`src/sv/gfb_pkg.sv`:
```
// ----------------------------------------------------------------------------
// gfb_pkg
// Shared types and codes of the glyph blitter: register indexes, raster op
// codes and the request and result records passed between the units.
// ----------------------------------------------------------------------------
package gfb_pkg;

  // configuration register indexes
  typedef logic [1:0] cfg_idx_t;
  localparam cfg_idx_t CFG_FG_COLOR   = 2'd0;
  localparam cfg_idx_t CFG_BG_COLOR   = 2'd1;
  localparam cfg_idx_t CFG_WRITE_MODE = 2'd2;

  // raster op codes
  typedef logic [1:0] rop_t;
  localparam rop_t ROP_REPLACE = 2'd0;
  localparam rop_t ROP_XOR     = 2'd1;
  localparam rop_t ROP_OR      = 2'd2;
  localparam rop_t ROP_AND     = 2'd3;

  localparam int unsigned PIXEL_W    = 16;
  localparam int unsigned OUT_ADDR_W = 17;

  // output queue depth
  localparam int unsigned OFIFO_DEPTH = 4;
  localparam int unsigned OFIFO_PTR_W = 2;

  // one pixel request from the sequencer to the read-modify-write unit
  typedef struct packed {
    logic               valid;
    logic [PIXEL_W-1:0] color;
    logic               last;
  } pix_req_t;

  // one finished pixel
  typedef struct packed {
    logic                  valid;
    logic [OUT_ADDR_W-1:0] addr;
    logic [PIXEL_W-1:0]    value;
    logic                  last;
  } pix_res_t;

endpackage

```
`src/sv/gfb_out_if.sv`:
```
// ----------------------------------------------------------------------------
// gfb_out_if
// Written pixel channel: valid/ready handshake with address, value and flag.
// ----------------------------------------------------------------------------
interface gfb_out_if;
  logic        valid;
  logic        ready;
  logic [16:0] pixel_addr;
  logic [15:0] pixel_value;
  logic        last_of_char;

  modport source (output valid, pixel_addr, pixel_value, last_of_char, input ready);
  modport sink   (input valid, pixel_addr, pixel_value, last_of_char, output ready);
endinterface

```
`src/sv/gfb_ofifo.sv`:
```
// ----------------------------------------------------------------------------
// gfb_ofifo
// Output queue for written pixels; reports room for one more request so that
// the pipeline ahead of it never has to stall.
// ----------------------------------------------------------------------------
module gfb_ofifo (
  input  logic              clk,
  input  logic              rst,
  input  gfb_pkg::pix_res_t res,
  output logic              space_ok,
  gfb_out_if.source         out_ch
);

  localparam int unsigned CNT_W = gfb_pkg::OFIFO_PTR_W + 1;

  logic [gfb_pkg::OUT_ADDR_W-1:0] q_addr  [gfb_pkg::OFIFO_DEPTH];
  logic [gfb_pkg::PIXEL_W-1:0]    q_value [gfb_pkg::OFIFO_DEPTH];
  logic                           q_last  [gfb_pkg::OFIFO_DEPTH];

  logic [gfb_pkg::OFIFO_PTR_W-1:0] wr_ptr;
  logic [gfb_pkg::OFIFO_PTR_W-1:0] rd_ptr;
  logic [CNT_W-1:0]                count;
  logic                            pop;

  assign pop      = out_ch.valid && out_ch.ready;
  // room counts the request already in the modify stage
  assign space_ok = (count + CNT_W'(res.valid)) < CNT_W'(gfb_pkg::OFIFO_DEPTH);

  // pointers and fill count
  always_ff @(posedge clk) begin
    if (rst) begin
      wr_ptr <= '0;
      rd_ptr <= '0;
      count  <= '0;
    end else begin
      if (res.valid) begin
        wr_ptr <= wr_ptr + gfb_pkg::OFIFO_PTR_W'(1);
      end
      if (pop) begin
        rd_ptr <= rd_ptr + gfb_pkg::OFIFO_PTR_W'(1);
      end
      count <= count + CNT_W'(res.valid) - CNT_W'(pop);
    end
  end

  // storage
  always_ff @(posedge clk) begin
    if (res.valid) begin
      q_addr[wr_ptr]  <= res.addr;
      q_value[wr_ptr] <= res.value;
      q_last[wr_ptr]  <= res.last;
    end
  end

  // head of queue
  assign out_ch.valid        = (count != '0);
  assign out_ch.pixel_addr   = q_addr[rd_ptr];
  assign out_ch.pixel_value  = q_value[rd_ptr];
  assign out_ch.last_of_char = q_last[rd_ptr];

endmodule

```
`src/flat_wrapper.sv`:
```
// flat-port wrapper written by rule: the top's interface ports become plain ports
module gfb_ofifo_flat 
  (clk, rst, res, space_ok, out_ch_valid, out_ch_pixel_addr, out_ch_pixel_value, out_ch_last_of_char, out_ch_ready);
  gfb_out_if out_ch_i ();
  input  logic clk;
  input  logic rst;
  input  gfb_pkg::pix_res_t res;
  output logic space_ok;
  output wire logic [$bits(out_ch_i.valid)-1:0] out_ch_valid;
  output wire logic [$bits(out_ch_i.pixel_addr)-1:0] out_ch_pixel_addr;
  output wire logic [$bits(out_ch_i.pixel_value)-1:0] out_ch_pixel_value;
  output wire logic [$bits(out_ch_i.last_of_char)-1:0] out_ch_last_of_char;
  input wire logic [$bits(out_ch_i.ready)-1:0] out_ch_ready;
  assign out_ch_valid = out_ch_i.valid;
  assign out_ch_pixel_addr = out_ch_i.pixel_addr;
  assign out_ch_pixel_value = out_ch_i.pixel_value;
  assign out_ch_last_of_char = out_ch_i.last_of_char;
  assign out_ch_i.ready = out_ch_ready;
  gfb_ofifo u_core (.clk(clk), .rst(rst), .res(res), .space_ok(space_ok), .out_ch(out_ch_i));
endmodule
```
`config.mk`:
```
export PLATFORM = sky130hd
export DESIGN_NAME = gfb_ofifo_flat
export DESIGN_NICKNAME = d
export VERILOG_FILES = /design/src/sv/gfb_pkg.sv /design/src/sv/gfb_out_if.sv /design/src/sv/gfb_ofifo.sv /design/src/flat_wrapper.sv
export SDC_FILE = /design/constraint.sdc
export NUM_CORES = 1
export LEC_CHECK = 0
export BUFFER_PORTS_ARGS = -buffer_cell sky130_fd_sc_hd__buf_2
export CAP_MARGIN = 10
export CORE_ASPECT_RATIO = 1.25
export CORE_UTILIZATION = 50
export DETAILED_ROUTE_END_ITERATION = 7
export PLACE_DENSITY = 0.71
export SLEW_MARGIN = 40
export SYNTH_ARGS = -nofsm -noshare
export SYNTH_HDL_FRONTEND = slang
export SYNTH_SLANG_ARGS = --single-unit
```
`constraint.sdc`:
```
create_clock -name clk -period 2.3 [get_ports clk]
set_input_delay 0.115 -clock clk [delete_from_list [all_inputs] [get_ports clk]]
set_output_delay 0.115 -clock clk [all_outputs]
set_load 0.03 [all_outputs]
```
* Word-level counts from Yosys, hierarchy flattened *
Memory sizes are Yosys's and may differ from the RTL's. A register that Yosys moved wholly into a read port is not among the register bits.
Index checks and enable logic that the tools add are counted.

word-level totals
  memories = 3
  flip-flop bits (word level) = 7
  bits in writable memories = 136
  output and inout bits = 36

cells by class
  multiplexer cells = 8
  magnitude comparators = 1
  add/subtract/negate cells = 4
  reductions and logical operators = 2

memories
  memory          depth  bits a word  rd ports  clocked after memory_dff  wr ports  RTL line         RTL
  u_core.q_addr   4      17           1         1                         1         gfb_ofifo.sv:16  logic [gfb_pkg::OUT_ADDR_W-1:0] q_addr [gfb_pkg::OFIFO_DEPTH];
  u_core.q_value  4      16           1         1                         1         gfb_ofifo.sv:17  logic [gfb_pkg::PIXEL_W-1:0] q_value [gfb_pkg::OFIFO_DEPTH];
  u_core.q_last   4      1            1         1                         1         gfb_ofifo.sv:18  logic q_last [gfb_pkg::OFIFO_DEPTH];

operators with widths
  operator               count
  $mux W2                6
  $add A2 B1 Y2 const B  2
  $add A3 B1 Y3          1
  $lt A3 B3 Y1 const B   1
  $reduce_bool A3 Y1     1
  $sub A3 B1 Y3          1
  $mux W1                2
  $logic_and A1 B1 Y1    1

* Longest topological paths before layout *
  depth after elaboration = 4
  depth in mapped cells = 6

* Worst setup path before layout *
OpenSTA, ideal clock, no wires.

  path kind = register to register
  start = register u_core.wr_ptr[0] in the netlist's numbering
  end = memory u_core.q_addr[2][0] in the netlist's numbering, enable pin
  path buffers = 0
  cell stages (with the launch flop) = 4
  arrival time = 1.376 ns
  slack = 0.530 ns
  clock period less this slack = 1.770 ns
  required time = 1.906 ns
  library setup time = 0.394 ns
  path through = dfxtp_1 inv_1 ha_1 and2_1

RTL lines
  element                 RTL line         RTL
  from (decl)             gfb_ofifo.sv:20  logic [gfb_pkg::OFIFO_PTR_W-1:0] wr_ptr;
  from (signal assigned)  gfb_ofifo.sv:37  wr_ptr <= wr_ptr + gfb_pkg::OFIFO_PTR_W'(1);
  to (decl)               gfb_ofifo.sv:16

No word-level cell before the write port.

==> insert_results.sql <==
INSERT INTO impl_metrics (metric_group, metric, value, unit) VALUES
('setup_path', 'rrSetupSlack', '0.64', 'ns'),
('job', 'max_cap_viol_count', '0', ''),
('placement', 'cell_count_post_placement', '428', ''),
('final_layout', 'instances_no_fill', '495', ''),
('final_layout', 'layout_stage_area_growth_over_the_synthesis_result', '29.3', '%'),
('detailed_routing', 'totalWireLength', '9.07', 'mm'),
('timing', 'finClkSkew', '0.0106', 'ns'),
('floorplan', 'floorplan.initialDensity', '51.4', '%'),
('setup_path', 'critPathLaunchType', 'flop', ''),
('timing', 'unrepaired_setup_endpoints_after_global_routing', 'false', ''),
('clock_network', 'ctsResizeCount', '0', ''),
('setup_path', 'worst-setup-path-type', 'flop to primary output', ''),
('placement', 'gp_congestion', '0.707', ''),
('setup_path', 'worst_ep_required_time', '2.18', 'ns'),
('placement', 'post_detailed_placement_cell_area', '5950', 'sq um'),
('timing', 'final_period_minus_worst_setup_slack', '1.99', 'ns'),
('synthesis', 'synth_ff_type', 'sky130_fd_sc_hd__edfxtp_1', ''),
('grt', 'grt-ovfl-total', '0', ''),
('floorplan', 'die_height', '118', 'um'),
('status', 'run_status', 'complete, no violations', ''),
('setup_path', 'critical_r2r_launch', 'u_core.wr_ptr[0]', ''),
('detailed_routing', 'initialDrtViolationCount', '128', ''),
('setup_path', 'path_cells', 'buf_4 > mux4_1 > buf_2', ''),
('clock_network', 'numCtsBuffers', '17', ''),
('detailed_routing', 'post_detailed_route_count_of_antenna_violating_nets', '0', ''),
('timing', 'timing.final.crit_share', '86.5', '%'),
('timing', 'max_slew_margin', '66.1', '%'),
('detailed_routing', 'post_drt_wl_per_cell', '18.3', 'um'),
('timing', 'maxClockFrequency', '0.502', 'GHz'),
('worst_hold_path', 'tightest_hold_check_type', 'primary input to flop', ''),
('power', 'total_power', '8.08', 'mW'),
('final_layout', 'final_area', '7010', 'sq um'),
('timing', 'whs', '0.0581', 'ns'),
('synthesis', 'synth.distinct_cells', '20', ''),
('clock_network', 'reg_clk_slew_reported_paths', '0.06', 'ns'),
('timing', 'finalMaxSlewViolations', '0', ''),
('floorplan', 'fp.dieW', '95.2', 'um'),
('setup_path', 'worstRegToRegCells', '4', ''),
('clock_network', 'insertion_delay', '0.41', 'ns'),
('final_layout', 'layout_common_cells', 'sky130_fd_sc_hd__edfxtp_1 (136), sky130_fd_sc_hd__buf_2 (73), sky130_fd_sc_hd__dlygate4sd3_1 (35)', ''),
('setup_path', 'critical_path.slowest_cell', 'sky130_fd_sc_hd__mux4_1', ''),
('detailed_routing', 'routed_via_density', '5.23', ''),
('synthesis', 'syn_nets', '269', ''),
('setup_path', 'timing.critical_path.fanout_max', '18', ''),
('grt', 'grt_start_max_net_pins', '35', ''),
('clock_network', 'clock_tree.htree_level_count', '4', ''),
('timing', 'timing.final.hold_violations', '0', ''),
('final_layout', 'final_layout_size_suffix_gt1_share', '41.9', '%'),
('clock_network', 'cts_tree', 'done', ''),
('floorplan', 'floorplan.rows', '42', ''),
('timing', 'timing.final.setup_violations', '0', ''),
('grt', 'first_global_vias', '2808', ''),
('synthesis', 'edff_count_synth', '136', ''),
('setup_path', 'cpPeakStageDelay', '0.61', 'ns'),
('synthesis', 'synth_seq_cells', '145', ''),
('final_layout', 'mostFrequentLayoutCell', 'sky130_fd_sc_hd__edfxtp_1', ''),
('clock_network', 'max-clock-path-buffers', '2', ''),
('synthesis', 'ys_seq_area_share', '78.6', '%'),
('synthesis', 'share_of_synthesized_registers_carrying_an_async_set_or_reset', '0', '%'),
('synthesis', 'yosysWarnings', '0', ''),
('synthesis', 'synth_area', '5430', 'sq um'),
('placement', 'detailedPlacementHpwl', '5.36', 'mm'),
('clock_network', 'buffer_cell_driving_the_clock_tree_root', 'sky130_fd_sc_hd__clkbuf_16', ''),
('setup_path', 'crit_path_end', 'out_ch_pixel_addr[12]', ''),
('timing', 'tightest_slew', '0.508', 'ns'),
('detailed_routing', 'vias', '2588', ''),
('final_layout', 'finalNetCount', '396', ''),
('power', 'cellPowerDensity', '1150', 'nW/um^2'),
('detailed_routing', 'route.detailed.drc', '0', ''),
('placement', 'buffer_ports.inserted', '73', ''),
('timing', 'finalWorstSetupSlack', '0.310', 'ns');
what timing repair did:
item,in CTS,in global routing
endpoints found under the hold margin,141,0
hold buffers,35,0
buffers inserted,0,0
sequential cells by signal, summed over array words and instances (netlist names), named ones only:
name,count
u_core.q_value,64
u_core.count,3
u_core.q_last,4
u_core.wr_ptr,2
u_core.q_addr,68
u_core.rd_ptr,2
critical path, delay by kind of cell (launching register included):
kind | cells | cell delay (ns)
DFF | 1 | 0.32
muxes | 1 | 0.61
buffers and inverters | 2 | 0.53
final cells by class:
cell class	count	area, sq um
clock inverter	14	284
sequential	145	4270
timing repair buffer	117	796
tap	132	165
clock buffer	18	429
fill	711	3550
inverter	4	15.0
multi-input combinational	65	1060
worst min-delay path by stage:
stage	startpoint	cells after the start	slack, ns	to
2_1_floorplan	res[17]	0	0.21	u_core.q_addr[0][0]
4_1_cts	res[34]	3	0.06	u_core.wr_ptr[0]
6_report	res[34]	3	0.06	u_core.wr_ptr[0]
3_5_place_dp	res[28]	1	0.33	u_core.q_addr[3][11]
3_3_place_gp	res[9]	1	0.33	u_core.q_value[0][8]
5_1_grt	res[34]	3	0.09	u_core.wr_ptr[0]
report_power, final:
group / switching [mW] / leakage (nW) / total, mW / internal, mW
registers: 0.0616 / 1.32 / 3.12 / 3.06
clock network: 1.01 / 0.344 / 3.26 / 2.25
logic: 0.998 / 0.826 / 1.70 / 0.703
metal layers:
metal | up-vias | global-route usage, % | wire length [um]
li1 | 1195 | - | -
met1 | 1304 | 22.6 | 3790
met2 | 72 | 28.7 | 4710
met3 | 17 | 4.12 | 366
met4 | 0 | 9.66 | 209
met5 | - | 0 | 0
logic make-up (layout without fill, tap and decap cells):
logic type / count (synthesis) / in the layout / synth area share (%)
flip-flops: 145 / 145 / 78.6
multiplexers: 38 / 38 / 15.2
AND/OR/NAND/NOR: 14 / 14 / 1.29
buffers and inverters: 13 / 153 / 2.01
adder cells (fa/ha/maj): 8 / 8 / 1.85
XOR/XNOR: 3 / 3 / 0.738
AO/OA/AOI/OAI: 2 / 2 / 0.323
Yosys cell counts (2+ instances only):
| master | n | area [sq um] |
|---|---|---|
| sky130_fd_sc_hd__and2_1 | 4 | 25.0 |
| sky130_fd_sc_hd__buf_12 | 3 | 60.1 |
| sky130_fd_sc_hd__buf_2 | 3 | 15.0 |
| sky130_fd_sc_hd__clkbuf_1 | 2 | 7.51 |
| sky130_fd_sc_hd__dfxtp_1 | 9 | 180 |
| sky130_fd_sc_hd__edfxtp_1 | 136 | 4080 |
| sky130_fd_sc_hd__ha_1 | 8 | 100 |
| sky130_fd_sc_hd__inv_1 | 4 | 15.0 |
| sky130_fd_sc_hd__mux2_2 | 3 | 33.8 |
| sky130_fd_sc_hd__mux4_1 | 4 | 105 |
| sky130_fd_sc_hd__mux4_2 | 30 | 676 |
| sky130_fd_sc_hd__nor2_1 | 7 | 26.3 |
| sky130_fd_sc_hd__nor2b_1 | 2 | 12.5 |
| sky130_fd_sc_hd__xnor2_1 | 2 | 17.5 |
Note: power is estimated with default switching activity, not from simulation.
