<file path="config.mk">
export PLATFORM = sky130hd
export DESIGN_NAME = gfb_seq_flat
export DESIGN_NICKNAME = d
export VERILOG_FILES = /design/src/sv/gfb_pkg.sv /design/src/sv/gfb_in_if.sv /design/src/sv/gfb_seq.sv /design/src/flat_wrapper.sv
export SDC_FILE = /design/constraint.sdc
export NUM_CORES = 1
export LEC_CHECK = 0
export ABC_AREA = 1
export BUFFER_PORTS_ARGS = -buffer_cell sky130_fd_sc_hd__buf_2
export CORE_MARGIN = 1.5
export CORE_UTILIZATION = 50
export DETAILED_ROUTE_END_ITERATION = 6
export GPL_ROUTABILITY_DRIVEN = 0
export GPL_TIMING_DRIVEN = 1
export MAX_ROUTING_LAYER = met4
export PLACE_DENSITY = 0.75
export SLEW_MARGIN = 20
export SYNTH_ARGS = -nofsm -noshare
export SYNTH_HDL_FRONTEND = slang
export SYNTH_SLANG_ARGS = --single-unit
</file>
<file path="constraint.sdc">
create_clock -name clk -period 4.23 [get_ports clk]
set_clock_uncertainty 0.1 [all_clocks]
set_input_delay 0.2115 -clock clk [delete_from_list [all_inputs] [get_ports clk]]
set_output_delay 0.2115 -clock clk [all_outputs]
set_load 0.005 [all_outputs]
</file>
<file path="src/sv/gfb_pkg.sv">
// ----------------------------------------------------------------------------
// gfb_pkg
// Shared types and codes of the glyph blitter: register indexes, raster op
// codes and the request and result records passed between the units.
// ----------------------------------------------------------------------------
package gfb_pkg;

  // configuration register indexes
  typedef logic [1:0] cfg_idx_t;
  localparam cfg_idx_t CFG_FG_COLOR   = 2'd0;
  localparam cfg_idx_t CFG_BG_COLOR   = 2'd1;
  localparam cfg_idx_t CFG_WRITE_MODE = 2'd2;

  // raster op codes
  typedef logic [1:0] rop_t;
  localparam rop_t ROP_REPLACE = 2'd0;
  localparam rop_t ROP_XOR     = 2'd1;
  localparam rop_t ROP_OR      = 2'd2;
  localparam rop_t ROP_AND     = 2'd3;

  localparam int unsigned PIXEL_W    = 16;
  localparam int unsigned OUT_ADDR_W = 17;

  // output queue depth
  localparam int unsigned OFIFO_DEPTH = 4;
  localparam int unsigned OFIFO_PTR_W = 2;

  // one pixel request from the sequencer to the read-modify-write unit
  typedef struct packed {
    logic               valid;
    logic [PIXEL_W-1:0] color;
    logic               last;
  } pix_req_t;

  // one finished pixel
  typedef struct packed {
    logic                  valid;
    logic [OUT_ADDR_W-1:0] addr;
    logic [PIXEL_W-1:0]    value;
    logic                  last;
  } pix_res_t;

endpackage

</file>
<file path="src/sv/gfb_in_if.sv">
// ----------------------------------------------------------------------------
// gfb_in_if
// Glyph byte channel: valid/ready handshake with the character cell payload.
// ----------------------------------------------------------------------------
interface gfb_in_if;
  logic       valid;
  logic       ready;
  logic [8:0] pos_x;
  logic [7:0] pos_y;
  logic [6:0] char_width;
  logic [6:0] char_height;
  logic [7:0] glyph_byte;

  modport source (output valid, pos_x, pos_y, char_width, char_height, glyph_byte,
                  input ready);
  modport sink   (input valid, pos_x, pos_y, char_width, char_height, glyph_byte,
                  output ready);
endinterface

</file>
<file path="src/sv/gfb_seq.sv">
// ----------------------------------------------------------------------------
// gfb_seq
// Glyph byte decoder and pixel sequencer: tracks the character row and byte,
// finds the start address and issues one pixel a cycle while queue has room.
// ----------------------------------------------------------------------------
module gfb_seq #(
  parameter int unsigned SCREEN_WIDTH  = 320,
  parameter int unsigned SCREEN_HEIGHT = 240,
  parameter int unsigned LINE_PITCH    = 320,
  parameter int unsigned DEPTH         = 76800,
  parameter int unsigned ADDR_W        = 17
) (
  input  logic                        clk,
  input  logic                        rst,
  input  logic                        clearing,
  input  logic                        space_ok,
  input  logic [gfb_pkg::PIXEL_W-1:0] fg_color,
  input  logic [gfb_pkg::PIXEL_W-1:0] bg_color,
  gfb_in_if.sink                      in_ch,
  output gfb_pkg::pix_req_t           pix,
  output logic [ADDR_W-1:0]           pix_addr
);

  localparam int unsigned SUM_W = $clog2(DEPTH + SCREEN_WIDTH + 1);

  // position within the character
  logic [5:0]       row_count;
  logic [2:0]       byte_in_row;

  // pixel run of the current byte
  logic             busy;
  logic [SUM_W-1:0] cur_addr;
  logic [3:0]       remain;
  logic [7:0]       bits;
  logic             last_char;

  // byte decode
  logic             dims_ok;
  logic [3:0]       bpr;
  logic             row_end;
  logic             char_end;
  logic [5:0]       col0;
  logic [6:0]       span;
  logic [3:0]       n;
  logic             visible;
  logic [8:0]       y;
  logic [SUM_W-1:0] base;

  logic             accept;
  logic             issue;
  logic             wrap_step;
  logic             last_issue;

  always_comb begin
    dims_ok = (in_ch.char_width != 7'd0) && (in_ch.char_width <= 7'd64) &&
              (in_ch.char_height != 7'd0) && (in_ch.char_height <= 7'd64);
    bpr      = 4'(({1'b0, in_ch.char_width} + 8'd7) >> 3);
    row_end  = ({1'b0, byte_in_row} + 4'd1) >= bpr;
    char_end = row_end && (({1'b0, row_count} + 7'd1) >= in_ch.char_height);
    col0     = {byte_in_row, 3'b000};
    span     = in_ch.char_width - {1'b0, col0};
    // pixels left in this byte, clipped to eight
    if ({1'b0, col0} >= in_ch.char_width) begin
      n = 4'd0;
    end else if (span > 7'd8) begin
      n = 4'd8;
    end else begin
      n = span[3:0];
    end
    if ({1'b0, row_count} >= in_ch.char_height) begin
      n = 4'd0;
    end
    visible = (({2'b00, in_ch.pos_x} + {4'b0000, in_ch.char_width}) <=
               11'(SCREEN_WIDTH)) &&
              (({3'b000, in_ch.pos_y} + {4'b0000, in_ch.char_height}) <=
               11'(SCREEN_HEIGHT));
    y    = {1'b0, in_ch.pos_y} + {3'b000, row_count};
    base = SUM_W'(SUM_W'(y) * SUM_W'(LINE_PITCH)) + SUM_W'(in_ch.pos_x) + SUM_W'(col0);
  end

  // issue control
  assign wrap_step  = busy && (cur_addr >= SUM_W'(DEPTH));
  assign issue      = busy && !wrap_step && space_ok;
  assign last_issue = issue && (remain == 4'd1);
  assign in_ch.ready = !clearing && (!busy || last_issue);
  assign accept     = in_ch.valid && in_ch.ready;

  // position counters
  always_ff @(posedge clk) begin
    if (rst) begin
      row_count   <= 6'd0;
      byte_in_row <= 3'd0;
    end else if (accept && dims_ok) begin
      if (row_end) begin
        byte_in_row <= 3'd0;
        row_count   <= char_end ? 6'd0 : row_count + 6'd1;
      end else begin
        byte_in_row <= byte_in_row + 3'd1;
      end
    end
  end

  // pixel run
  always_ff @(posedge clk) begin
    if (rst) begin
      busy <= 1'b0;
    end else if (accept && dims_ok && visible && (n != 4'd0)) begin
      busy <= 1'b1;
    end else if (last_issue) begin
      busy <= 1'b0;
    end
  end

  always_ff @(posedge clk) begin
    if (accept) begin
      cur_addr  <= base;
      remain    <= n;
      bits      <= in_ch.glyph_byte;
      last_char <= char_end;
    end else if (wrap_step) begin
      cur_addr <= cur_addr - SUM_W'(DEPTH);
    end else if (issue) begin
      cur_addr <= (cur_addr == SUM_W'(DEPTH - 1)) ? '0 : cur_addr + SUM_W'(1);
      remain   <= remain - 4'd1;
      bits     <= {bits[6:0], 1'b0};
    end
  end

  // pixel request
  always_comb begin
    pix.valid = issue;
    pix.color = bits[7] ? fg_color : bg_color;
    pix.last  = last_char && (remain == 4'd1);
    pix_addr  = ADDR_W'(cur_addr);
  end

endmodule

</file>
<file path="src/flat_wrapper.sv">
// flat-port wrapper written by rule: the top's interface ports become plain ports
module gfb_seq_flat 
#(
  parameter int unsigned SCREEN_WIDTH  = 320,
  parameter int unsigned SCREEN_HEIGHT = 240,
  parameter int unsigned LINE_PITCH    = 320,
  parameter int unsigned DEPTH         = 76800,
  parameter int unsigned ADDR_W        = 17
)
  (clk, rst, clearing, space_ok, fg_color, bg_color, pix, pix_addr, in_ch_valid, in_ch_pos_x, in_ch_pos_y, in_ch_char_width, in_ch_char_height, in_ch_glyph_byte, in_ch_ready);
  gfb_in_if in_ch_i ();
  input  logic clk;
  input  logic rst;
  input  logic clearing;
  input  logic space_ok;
  input  logic [gfb_pkg::PIXEL_W-1:0] fg_color;
  input  logic [gfb_pkg::PIXEL_W-1:0] bg_color;
  output gfb_pkg::pix_req_t pix;
  output logic [ADDR_W-1:0] pix_addr;
  input wire logic [$bits(in_ch_i.valid)-1:0] in_ch_valid;
  input wire logic [$bits(in_ch_i.pos_x)-1:0] in_ch_pos_x;
  input wire logic [$bits(in_ch_i.pos_y)-1:0] in_ch_pos_y;
  input wire logic [$bits(in_ch_i.char_width)-1:0] in_ch_char_width;
  input wire logic [$bits(in_ch_i.char_height)-1:0] in_ch_char_height;
  input wire logic [$bits(in_ch_i.glyph_byte)-1:0] in_ch_glyph_byte;
  output wire logic [$bits(in_ch_i.ready)-1:0] in_ch_ready;
  assign in_ch_i.valid = in_ch_valid;
  assign in_ch_i.pos_x = in_ch_pos_x;
  assign in_ch_i.pos_y = in_ch_pos_y;
  assign in_ch_i.char_width = in_ch_char_width;
  assign in_ch_i.char_height = in_ch_char_height;
  assign in_ch_i.glyph_byte = in_ch_glyph_byte;
  assign in_ch_ready = in_ch_i.ready;
  gfb_seq #(.SCREEN_WIDTH(SCREEN_WIDTH), .SCREEN_HEIGHT(SCREEN_HEIGHT), .LINE_PITCH(LINE_PITCH), .DEPTH(DEPTH), .ADDR_W(ADDR_W)) u_core (.clk(clk), .rst(rst), .clearing(clearing), .space_ok(space_ok), .fg_color(fg_color), .bg_color(bg_color), .in_ch(in_ch_i), .pix(pix), .pix_addr(pix_addr));
endmodule
</file>
* After elaboration in Yosys (flattened, before gate mapping)
Cells that the tools add are included.
** Storage, ports and cells
- Flip-flop bits (word level) :: 40
- Input bits :: 76
- Logic and storage cells :: 80
** Cells by class
- Multiply operators :: 1
- $add $sub $neg :: 14
- Reductions and logical operators :: 27
- Eq/ne operators :: 3
- Muxes and demuxes :: 18
- $lt $le $gt $ge :: 10
** Operators with widths (number)
- $mux W17 :: 4
- $mux W4 :: 6
- $mux W8 :: 3
- $add A17 B1 Y17 const B :: 1
- $add A17 B6 Y17 :: 1
- $add A17 B9 Y17 :: 1
- $eq A17 B17 Y1 const B :: 1
- $ge A17 B17 Y1 const B :: 1
- $sub A17 B17 Y17 const B :: 1
- $mux W16 :: 1
- $logic_and A1 B1 Y1 :: 15
- $ge A6 B7 Y1 :: 2
- $le A7 B7 Y1 const B :: 2
- $reduce_bool A7 Y1 :: 2
- $le A11 B8 Y1 const B :: 1
- $le A11 B9 Y1 const B :: 1
- $mul A9 B3 Y11 const B :: 1
- $add A9 B7 Y10 :: 1
- $add A8 B6 Y9 :: 1
- $add A8 B7 Y9 :: 1
- $add A6 B1 Y7 const B :: 1
- $add A7 B3 Y7 const B :: 1
- $ge A7 B7 Y1 :: 1
- $gt A7 B4 Y1 const B :: 1
- other kinds (17) :: 22

* Longest topological paths before layout
- Word-level depth :: 13
- Mapped depth :: 23
- Gate-level depth less buffers :: 23

* Worst setup path after synthesis
OpenSTA, ideal clock, no wires.
- Kind :: register to register
- Start point :: reg u_core.row_count[0]
- End point :: reg u_core.cur_addr[16], in the netlist u_core.pix_addr[16], data pin
- Path slack :: 655 ps
- Data required time :: 3874 ps
- Arrival :: 3220 ps
- Library setup time :: 256 ps
- Buffers on the path :: 0
- Cell stages (with the launch flop) :: 23
- Cells stage by stage :: dfxtp_1 -> ha_1 -> fa_1 -> nand3_1 -> nand2_1 -> nand2_1 -> nand2_1 -> a21oi_1 -> xor2_1 -> inv_1 -> ha_1 -> ha_1 -> a21oi_1 -> o21ai_0 -> xnor2_1 -> nor2_1 -> nand3_1 -> nor2_1 -> nand3_1 -> inv_1 -> nand2_1 -> nand3_1 -> nand2_1
** On the way
- Word-level cells in the longest chain between the ends :: 5
** RTL lines
- start, declared :: line gfb_seq.sv:27 : logic [5:0] row_count;
- start signal, assigned :: line gfb_seq.sv:96 : row_count <= char_end ? 6'd0 : row_count + 6'd1;
- $add A8 B6 Y9 :: line gfb_seq.sv:77 : y = {1'b0, in_ch.pos_y} + {3'b000, row_count};
- $mul A9 B3 Y11 :: line gfb_seq.sv:78 : base = SUM_W'(SUM_W'(y) * SUM_W'(LINE_PITCH)) + SUM_W'(in_ch.pos_x) + SUM_W'(col0);
- $add A17 B9 Y17 :: line gfb_seq.sv:78
- $add A17 B6 Y17 :: line gfb_seq.sv:78
- $mux W17 :: line gfb_seq.sv:115 : if (accept) begin
- end signal, assigned :: line gfb_seq.sv:116 : cur_addr <= base;
- end signal, assigned :: line gfb_seq.sv:121 : cur_addr <= cur_addr - SUM_W'(DEPTH);
- end signal, assigned :: line gfb_seq.sv:123 : cur_addr <= (cur_addr == SUM_W'(DEPTH - 1)) ? '0 : cur_addr + SUM_W'(1);
- end, declared :: line gfb_seq.sv:32 : logic [SUM_W-1:0] cur_addr;
No other way between the ends.
A chain may end at the register's enable or synchronous reset.

* Worst setup path after layout
Ends and elaborated chain as after synthesis.

==> flow_metrics.tcl <==
set metrics [dict create \
    status "finished, final reports clean" \
    top_usage_layer "met2" \
    switching_share 0.3587 \
    postCtsSetupBuffers 0 \
    numCtsBuffers 5 \
    cts_tree "yes" \
    cp-start-kind "register" \
    core_um2 10320 \
    die_h_um 106.4 \
    use_met3 0.02575 \
    die_area_um2 11310 \
    crit_arrival_ns 3.78 \
    clk_latency_ns 0.30 \
    cp_slowest_cell "fa_1" \
    first_pass_iters 4 \
    max_slew_margin 0.6024 \
    hold_path_class "in2reg" \
    grt_pass1_wl_um 21270 \
    cts.clk_slew.worst_paths_ns 0.09 \
    drtAntennaViolNets 0 \
    wl_per_cell_um 12.13 \
    maxCapViolations 0 \
    syn_inst 781 \
    cts_buffer_depth 2 \
    cts.sinks 40 \
    power.total_uw 1288 \
    intPower_uw 826.0 \
    syn-mean-instance-area_um2 6.839 \
    crit_buf_inv 2 \
    port_buffers 111 \
    grt_max_degree 38 \
    required_ns 4.18 \
    antenna_cells 0 \
    mostFrequentLayoutCells "nand2_1 (222), inv_1 (121), buf_2 (111)" \
    fmax_ghz 0.2611 \
    start_util 0.5174 \
    min_period_ns 3.830 \
    yosysSeqAreaShare 0.2061 \
    routed_wl_um 12470 \
    finalSetupTns_ns 0 \
    r2r_end "u_core.pix_addr[16]" \
    critPathMaxFanout 6 \
    critPathMaxStageDelay_ns 0.42 \
    final_common_cell "nand2_1" \
    grt_use_met2 0.3903 \
    synth-seq-cells 40 \
    ys_async_sr_fraction 0 \
    drt_iter0_drc 225 \
    layout.cells.non_filler 1028 \
    antenna_found_initial 0 \
    p_sw_uw 462.0 \
    p_comb_frac 0.374 \
    synth_flop_cell "edfxtp_1" \
    power_density_nw_per_um2 210.0 \
    leakage_uw 0.003371 \
    placementRows 37 \
    hold_violations 0 \
    grt_pass1_vias 4903 \
    die_x_um 106.4 \
    rsz0062_at_grt "false" \
    grt_use_met1 0.2995 \
    hold_path_end "u_core.byte_in_row[1]" \
    regToRegSetupSlack_ns 0.40 \
    whs_path_depth 2 \
    h-tree-depth 2 \
    timing.rr.start "u_core.row_count[0]" \
    endpoint_kind "register" \
    grt-ovfl-total 0 \
    syn_to_final_growth_pct 14.85 \
    p_seq_frac 0.370 \
    timing.final.crit_share 0.9054 \
    synth_edf_count 30 \
    dp_hpwl_um 10470 \
    synth_area_um2 5341 \
    io_pins 112 \
    dp_cells 1020 \
    vias_per_cell 5.074 \
    path_common_cell "nand2_1" \
    vias 5216 \
    path_delay_family "adder cells" \
    crit_type "reg2reg" \
    path_cells "ha_1 -> fa_1 -> nand3_1 -> nand2_1 -> nand2_1 -> nand2_1 -> a21oi_2 -> xor2_1 -> inv_1 -> ha_1 -> ha_1 -> a21oi_1 -> o21ai_0 -> xnor2_1 -> nor2_1 -> nand3_1 -> nor2_1 -> nand3_1 -> inv_1 -> nand2_1 -> nand3_1 -> nand2_1" \
    drc 0 \
    r2r.worst_path.cells 22 \
    setup_viol 0 \
    clock_power_share 0.256 \
    track_usage 0.2342 \
    num-nets-final 1039 \
    synth-warning-count 0 \
    worst_pin_slew_ns 0.5964 \
    root_buffer "clkbuf_8" \
    slew_violations 0 \
    ir_drop_v 0.0001074 \
    syn_nets 929 \
    worstHoldStart "rst" \
    drive_gt1_frac 0.1726 \
    post_synth_num_cell_types 46 \
]
## state kept, by name, indices dropped and copies added (netlist names)
signal and flops:
u_core.remain 4, u_core.byte_in_row 3, u_core.bits 8, u_core.pix_addr 17, u_core.last_char 1, u_core.busy 1, u_core.row_count 6
## per-layer routing
layer  vias to the layer above  part of all wire
li1                       2794                 -
met1                      2284              0.48
met2                       118              0.45
met3                        20             0.045
met4                         0             0.020
met5                         -                 0
## metrics by stage
step	instance area [um2]	utilization	hold slack [ns]	setup WS (ns)
after floorplan	5341	-	0.1806	0.6548
after global placement	6016	0.5827	0.3757	0.4714
after detailed placement	6016	0.5827	0.3859	0.3776
after CTS	6131	0.5939	0.06155	0.3365
after global routing	6135	0.5942	0.08240	0.04740
final	6135	0.5942	0.06654	0.4003
## layout make-up
cell class                 count  area (um2)
clock buffer                   5       68.82
multi-input combinational    607        3715
inverter                     126       478.0
clock inverter                 3       46.29
timing repair buffer         111       555.5
tap                          136       170.2
fill                        1007        4189
sequential                    40        1101
## power groups by stage
stage | Sequential (uW) | Clock [uW] | Combinational [uW]
2_1_floorplan | 478 | 0 | 343
3_5_place_dp | 485 | 0 | 479
4_1_cts | 476 | 340 | 482
5_1_grt | 480 | 355 | 555
3_3_place_gp | 485 | 0 | 472
6_report | 477 | 330 | 481
## timing repair
action,CTS,global route
gates resized for setup,0,1
setup endpoints to repair,0,1
hold buffers,0,0
## synthesized netlist by cell type, types with 3 or more instances
cell,count,area (um2)
a21oi_1,36,180.2
buf_4,3,22.52
dfxtp_1,10,200.2
edfxtp_1,30,900.9
fa_1,6,120.1
ha_1,66,825.8
inv_1,121,454.2
inv_2,3,11.26
mux2_2,16,180.2
nand2_1,222,833.3
nand2_4,4,45.04
nand3_1,57,285.3
nand3b_1,7,52.55
nand4_1,22,137.6
nor2_1,55,206.5
nor2_2,3,18.77
nor3_1,12,60.06
nor4_1,3,18.77
o211ai_1,4,30.03
o21ai_0,27,135.1
o22ai_1,6,37.54
xnor2_1,8,70.07
xor2_1,32,280.3
## logic make-up (layout without fill, tap and decap cells)
family,after synthesis,after routing,synth area share
xor+xnor,40,40,0.06559
flops,40,40,0.2061
mux,16,16,0.03373
simple gates,393,393,0.3294
compound gates,86,86,0.08902
buf+inv,134,245,0.09909
fa+ha+maj,72,72,0.1771
## worst max-delay path by stage
stage / start / to / cells past startpoint
6_report: u_core.row_count[0] / u_core.pix_addr[16] / 22
5_1_grt: u_core.row_count[0] / u_core.pix_addr[16] / 22
4_1_cts: u_core.row_count[0] / u_core.pix_addr[16] / 22
3_5_place_dp: u_core.row_count[0] / u_core.pix_addr[16] / 22
3_3_place_gp: u_core.row_count[0] / u_core.pix_addr[16] / 22
2_1_floorplan: u_core.row_count[0] / u_core.pix_addr[16] / 22
No activity file was read; power rests on OpenSTA's default activity.
